**config.mk**
```make
export PLATFORM = sky130hd
export DESIGN_NAME = tdf_ctrl
export DESIGN_NICKNAME = d
export VERILOG_FILES = /design/src/hdl/tile_dedup_with_flips_macros.svh /design/src/hdl/tdf_pkg.sv /design/src/hdl/tdf_ctrl.sv
export SDC_FILE = /design/constraint.sdc
export NUM_CORES = 1
export LEC_CHECK = 0
export BUFFER_PORTS_ARGS = -buffer_cell sky130_fd_sc_hd__buf_4
export CAP_MARGIN = 25
export CORE_AREA = 3 3 40 42
export DETAILED_ROUTE_END_ITERATION = 16
export DIE_AREA = 0 0 43 45
export PLACE_DENSITY = 0.38
export SLEW_MARGIN = 40
export SYNTH_ARGS = -nofsm -noshare
export SYNTH_HDL_FRONTEND = slang
export SYNTH_SLANG_ARGS = --single-unit
```
**constraint.sdc**
```tcl
create_clock -name clk_i -period 1 [get_ports clk_i]
set_input_delay 0.1 -clock clk_i [delete_from_list [all_inputs] [get_ports clk_i]]
set_output_delay 0.1 -clock clk_i [all_outputs]
set_load 0.01 [all_outputs]
```
**src/hdl/tile_dedup_with_flips_macros.svh**
```systemverilog
// Assertion macros for the tile deduplication block.
// Included by any module that carries concurrent checks; needs clk_i and rst_ni in scope.
`ifndef TILE_DEDUP_WITH_FLIPS_MACROS_SVH
`define TILE_DEDUP_WITH_FLIPS_MACROS_SVH

// Check a property on every clock edge outside reset.
`define TDF_ASSERT(lbl, prop, msg) \
  lbl: assert property (@(posedge clk_i) disable iff (!rst_ni) prop) else $error(msg);

// Check that a condition never holds outside reset.
`define TDF_ASSERT_NEVER(lbl, cond, msg) \
  lbl: assert property (@(posedge clk_i) disable iff (!rst_ni) !(cond)) else $error(msg);

`endif

```
**src/hdl/tdf_pkg.sv**
```systemverilog
// Shared types, constants and orientation functions for the tile deduplication block.
// No dependencies.
package tdf_pkg;

  localparam int unsigned PLANE_W = 64;
  localparam int unsigned TILE_W  = 2 * PLANE_W;
  localparam int unsigned CNT_W   = 9;
  localparam int unsigned IDX_W   = 8;
  localparam int unsigned NUM_ORIENT = 4;

  // Commands from the controller to the datapath
  typedef struct packed {
    logic load;
    logic emit_err;
    logic scan_init;
    logic issue;
    logic emit_hit;
    logic finish;
  } tdf_cmd_t;

  // Status from the datapath to the controller
  typedef struct packed {
    logic err;
    logic more;
    logic cmp_vld;
    logic hit;
  } tdf_sts_t;

  // Reverse the bit order inside every row byte of one plane.
  function automatic logic [PLANE_W-1:0] mirror_rows(input logic [PLANE_W-1:0] x);
    logic [PLANE_W-1:0] y;
    y = '0;
    for (int r = 0; r < 8; r++) begin
      for (int b = 0; b < 8; b++) begin
        y[8*r + b] = x[8*r + (7 - b)];
      end
    end
    return y;
  endfunction

  // Reverse the order of the row bytes of one plane.
  function automatic logic [PLANE_W-1:0] reverse_rows(input logic [PLANE_W-1:0] x);
    logic [PLANE_W-1:0] y;
    y = '0;
    for (int r = 0; r < 8; r++) begin
      y[8*(7 - r) +: 8] = x[8*r +: 8];
    end
    return y;
  endfunction

  // Orient both planes of a tile; each flip is its own inverse.
  function automatic logic [TILE_W-1:0] orient_tile(input logic [TILE_W-1:0] t,
                                                     input logic fh, input logic fv);
    logic [PLANE_W-1:0] p0;
    logic [PLANE_W-1:0] p1;
    p0 = t[PLANE_W-1:0];
    p1 = t[TILE_W-1:PLANE_W];
    if (fh) begin
      p0 = mirror_rows(p0);
      p1 = mirror_rows(p1);
    end
    if (fv) begin
      p0 = reverse_rows(p0);
      p1 = reverse_rows(p1);
    end
    return {p1, p0};
  endfunction

endpackage

```
**src/hdl/tdf_ctrl.sv**
```systemverilog
// Controller state machine for the tile deduplication block.
// Depends on tdf_pkg for the command and status structs.
module tdf_ctrl
  import tdf_pkg::*;
(
  input  logic     clk_i,
  input  logic     rst_ni,
  input  logic     start_i,
  input  tdf_sts_t sts_i,
  output tdf_cmd_t cmd_o,
  output logic     busy_o
);

  typedef enum logic [1:0] {
    S_IDLE,
    S_CHECK,
    S_SCAN
  } state_e;

  state_e state_q, state_d;
  logic   busy_q, busy_d;

  // Decode commands and next state
  always_comb begin
    cmd_o   = '0;
    state_d = state_q;
    busy_d  = busy_q;
    case (state_q)
      S_IDLE: begin
        if (start_i) begin
          cmd_o.load = 1'b1;
          state_d    = S_CHECK;
          busy_d     = 1'b1;
        end
      end
      S_CHECK: begin
        if (sts_i.err) begin
          cmd_o.emit_err = 1'b1;
          state_d        = S_IDLE;
          busy_d         = 1'b0;
        end else begin
          cmd_o.scan_init = 1'b1;
          state_d         = S_SCAN;
        end
      end
      S_SCAN: begin
        if (sts_i.hit) begin
          cmd_o.emit_hit = 1'b1;
          state_d        = S_IDLE;
          busy_d         = 1'b0;
        end else if (sts_i.more) begin
          cmd_o.issue = 1'b1;
        end else if (!sts_i.cmp_vld) begin
          cmd_o.finish = 1'b1;
          state_d      = S_IDLE;
          busy_d       = 1'b0;
        end
      end
      default: begin
        state_d = S_IDLE;
        busy_d  = 1'b0;
      end
    endcase
  end

  // Hold state and the busy flag
  always_ff @(posedge clk_i or negedge rst_ni) begin
    if (!rst_ni) begin
      state_q <= S_IDLE;
      busy_q  <= 1'b0;
    end else begin
      state_q <= state_d;
      busy_q  <= busy_d;
    end
  end

  assign busy_o = busy_q;

endmodule

```
After elaboration in Yosys (flattened, before gate mapping)
Cells that the tools add are included.
{"block": "totals", "output_inout_bits": 7, "elab_cells": 35, "in_bits": 7, "ff_bits": 3}
{"block": "op_classes", "mux": 24, "n_reduce_logical": 3, "n_eq_ne": 6}
{"cell": "1-bit 2-to-1 mux", "n": 15}
{"cell": "2-bit 2-to-1 mux", "n": 6}
{"cell": "3-bit inequality test, second input constant", "n": 2}
{"cell": "2-bit case mux with 3 select lines", "n": 1}
{"cell": "2-bit inequality test, second input constant", "n": 2}
{"cell": "4-bit AND reduction", "n": 1}
{"cell": "3-bit 2-to-1 mux", "n": 1}
{"cell": "1-bit case mux with 3 select lines", "n": 1}
{"cell": "3-bit AND reduction", "n": 1}
{"cell": "2-bit by 1-bit equality test with 1-bit output, second input constant", "n": 1}
{"cell": "2-bit equality test, second input constant", "n": 1}
{"cell": "2-bit logical NOT", "n": 1}

Logic depth before layout (Yosys ltp)
{"block": "logic_depth", "depth_word": 4, "depth_mapped": 3}

Least setup slack after synthesis
No wires, ideal clock.
{"block": "synth_timing", "kind": "flip-flop to output port", "start": "reg state_q[1]", "end": "out cmd_o[0] (netlist name)", "setup_slack_ns": -0.096, "required_ns": 0.900, "n_path_buf": 0, "path_stages_with_launch": 4, "t_arrival_ns": 0.996, "path_cell_list": "dfrtp_1 -> inv_2 -> or3_4 -> nor3_2"}
{"item": "from (decl)", "line_no": "tdf_ctrl.sv:20", "text": "state_e state_q, state_d;"}
{"item": "from (signal assigned)", "line_no": "tdf_ctrl.sv:72", "text": "state_q <= state_d;"}
{"item": "to (decl)", "line_no": "tdf_ctrl.sv:10", "text": "output tdf_cmd_t cmd_o,"}

==> flow_summary.ini <==
[sta]
hold_viol = 0
setup_ws_ns = -0.370
worst_pin_slew_ns = 0.199
skew_ns = 0.00134
finalSetupTns_ns = -2.15
setup_viol = 8
rsz0062_at_grt = yes
slew_headroom_pct = 86.6
period_minus_slack_ns = 1.37
fmax_mhz = 730
finalMaxSlewViolations = 0
fin_crit_sh_pct = 137

[critical_path]
reg2reg_from = state_q[0]$_DFFE_PN0P_
start_kind = flop
arrival_ns = 1.27
reg2reg_depth = 3
worstPathMaxFanout = 3
crit_path_end_kind = output port
worstSetupPathType = flop to output port
r2r_slack_ns = -0.15
worst-endpoint-required_ns = 0.90
rr_endpoint = state_q[1]$_DFFE_PN0P_

[logic_synthesis]
ys_types = 13
synth_area_um2 = 176
synth.avg_cell_area_um2 = 9.29
yosysSeqAreaShare_pct = 42.6
synth_nets = 26
yosysWarningCount = 0
ys_seq_elements = 3
ys_top_cells_by_area = dfrtp_1, nor3b_1, or3_4
synth_top_area_share_pct = 42.6
synth_area_leader_cell = dfrtp_1
synth_cells = 19

[die]
core_area_um2 = 1280
die_x_um = 43
io_pins = 14
die-area_um2 = 1940
initial_core_util_pct = 13.7
die_h_um = 45
row_count = 13

[power_and_ir_drop]
max-vdd-ir-drop_mv = 0.582
power_per_cell_area_nw_per_um2 = 1400
total_power_mw = 0.607
power.leakage_nw = 0.201

[global_routing]
grt_pass1_vias = 240
overflow = 0
grt_pass1_wl_um = 1020
grt_use_total_pct = 7.51
grt_max_degree = 7
antenna_found_initial = 0

[cts]
htreeDepth = 1
clock_latency_ns = 0.23
clk_path_buf_depth = 2
tritoncts = done
cts_buffers = 3
cts_root_buf = clkbuf_4
cts.clk_slew.worst_paths_ns = 0.04
cts_sinks = 3

[min_path]
holdPathStages = 2
hold_end = state_q[0]$_DFFE_PN0P_
min_path_type = primary input to flop
hold_start = start_i

[place]
place_hpwl_um = 445
placed_cells = 50
finalWeightedCongestion = 0.722
dp_slack_ns = -0.151
port_buffers = 13

[finish]
final_cell_count_no_fill = 57
drive_above_1_share_pct = 73.8
layout.nets = 50
areaGrowthSynthToFinish_pct = 146
fillers = 138
final_core_util_pct = 33.8
diodes = 0

[routing]
wirelength_um = 621
wl_per_cell_um = 10.9
drtIter0Drc = 3
via_per_inst = 3.93
drc = 0
drtPass1Iterations = 4
num_vias = 224
route.antenna.remaining_nets = 0

[outcome]
status = complete, but fails checks
violations = negative setup slack

[run]
max_cap_violations = 0
critical path, stage by stage (launching register included):
cell and delay (ns):
dfrtp_1 0.39, or3_4 0.41, nor3_4 0.13, buf_6 0.12
stage by stage:
step	cell area (um^2)	hold WS (ns)
finish	434	0.162
global route	434	0.168
CTS	404	0.148
detailed placement	324	-0.110
global placement	324	-0.112
floorplan	185	-0.196
cell usage in the layout (no fill, tap or decap):
cell type | synthesis | final
and3_2 | 1 | 1
buf_4 | 0 | 12
buf_6 | 0 | 6
o21ai_0 | 1 | 1
o21ai_2 | 0 | 1
o21bai_1 | 1 | 1
clkbuf_4 | 0 | 3
nor3b_4 | 0 | 2
nor3_4 | 0 | 1
nand2_1 | 1 | 1
dlygate4sd3_1 | 0 | 1
nor3b_2 | 0 | 2
a31oi_1 | 1 | 1
nor2_2 | 0 | 1
clkbuf_1 | 0 | 1
or3_4 | 1 | 1
nor2_1 | 2 | 1
inv_2 | 1 | 1
inv_1 | 1 | 1
dfrtp_1 | 3 | 3
how the worst max path moves through the flow:
stage,slack (ns),startpoint,end,cells past startpoint
2_1_floorplan,-0.09,state_q[1]$_DFFE_PN0P_,cmd_o[0],3
5_1_grt,-0.42,state_q[0]$_DFFE_PN0P_,cmd_o[0],3
3_5_place_dp,-0.15,state_q[1]$_DFFE_PN0P_,cmd_o[0],4
3_3_place_gp,-0.15,state_q[1]$_DFFE_PN0P_,cmd_o[0],4
4_1_cts,-0.38,state_q[0]$_DFFE_PN0P_,cmd_o[0],3
6_report,-0.37,state_q[0]$_DFFE_PN0P_,cmd_o[0],3
layer usage:
layer,wire [um],track usage [%]
met5,0,0
met4,0,5.42
met3,67,3.59
met2,280,12.0
met1,272,7.77
what timing repair did:
item,4_1_cts,5_1_grt
endpoints found under the hold margin,3,0
endpoints found under the setup margin,8,8
gates resized for setup,8,5
setup buffers,1,1
hold buffers,1,0
pin swaps,2,1
where the power goes:
group          switching (mW)  total (mW)  leakage (nW)  internal (mW)
Clock                  0.0630       0.213        0.0150          0.150
Combinational          0.0970       0.230         0.149          0.133
Sequential             0.0215       0.165        0.0370          0.143
Total                   0.182       0.607         0.201          0.426
synthesized netlist by cell type, drive strengths merged:
library cell	number
nor3b	4
nor2	2
and3	1
inv	2
o21ai	2
a31oi	1
o21bai	1
dfrtp	3
nor3	1
nand2	1
or3	1
cell type report:
type	instances	area, um^2	area share [%]
multi-input cells	14	139	32.0
well taps	15	18.8	4.32
inverters	2	7.51	1.73
repair buffers	19	168	38.6
clock buffers	4	26.3	6.05
flip-flops and latches	3	75.1	17.3
kinds of logic after synthesis:
| kind of cell | synth area share (%) |
|---|---|
| flip-flops | 42.6 |
| buffers and inverters | 4.25 |
| AND/OR/NAND/NOR | 39.7 |
| AO/OA/AOI/OAI | 13.5 |
state kept, by name, summed over array words and instances, names as in the netlist:
register  flops
state_q       2
busy_o        1
Power figures use the tool's default switching activity.
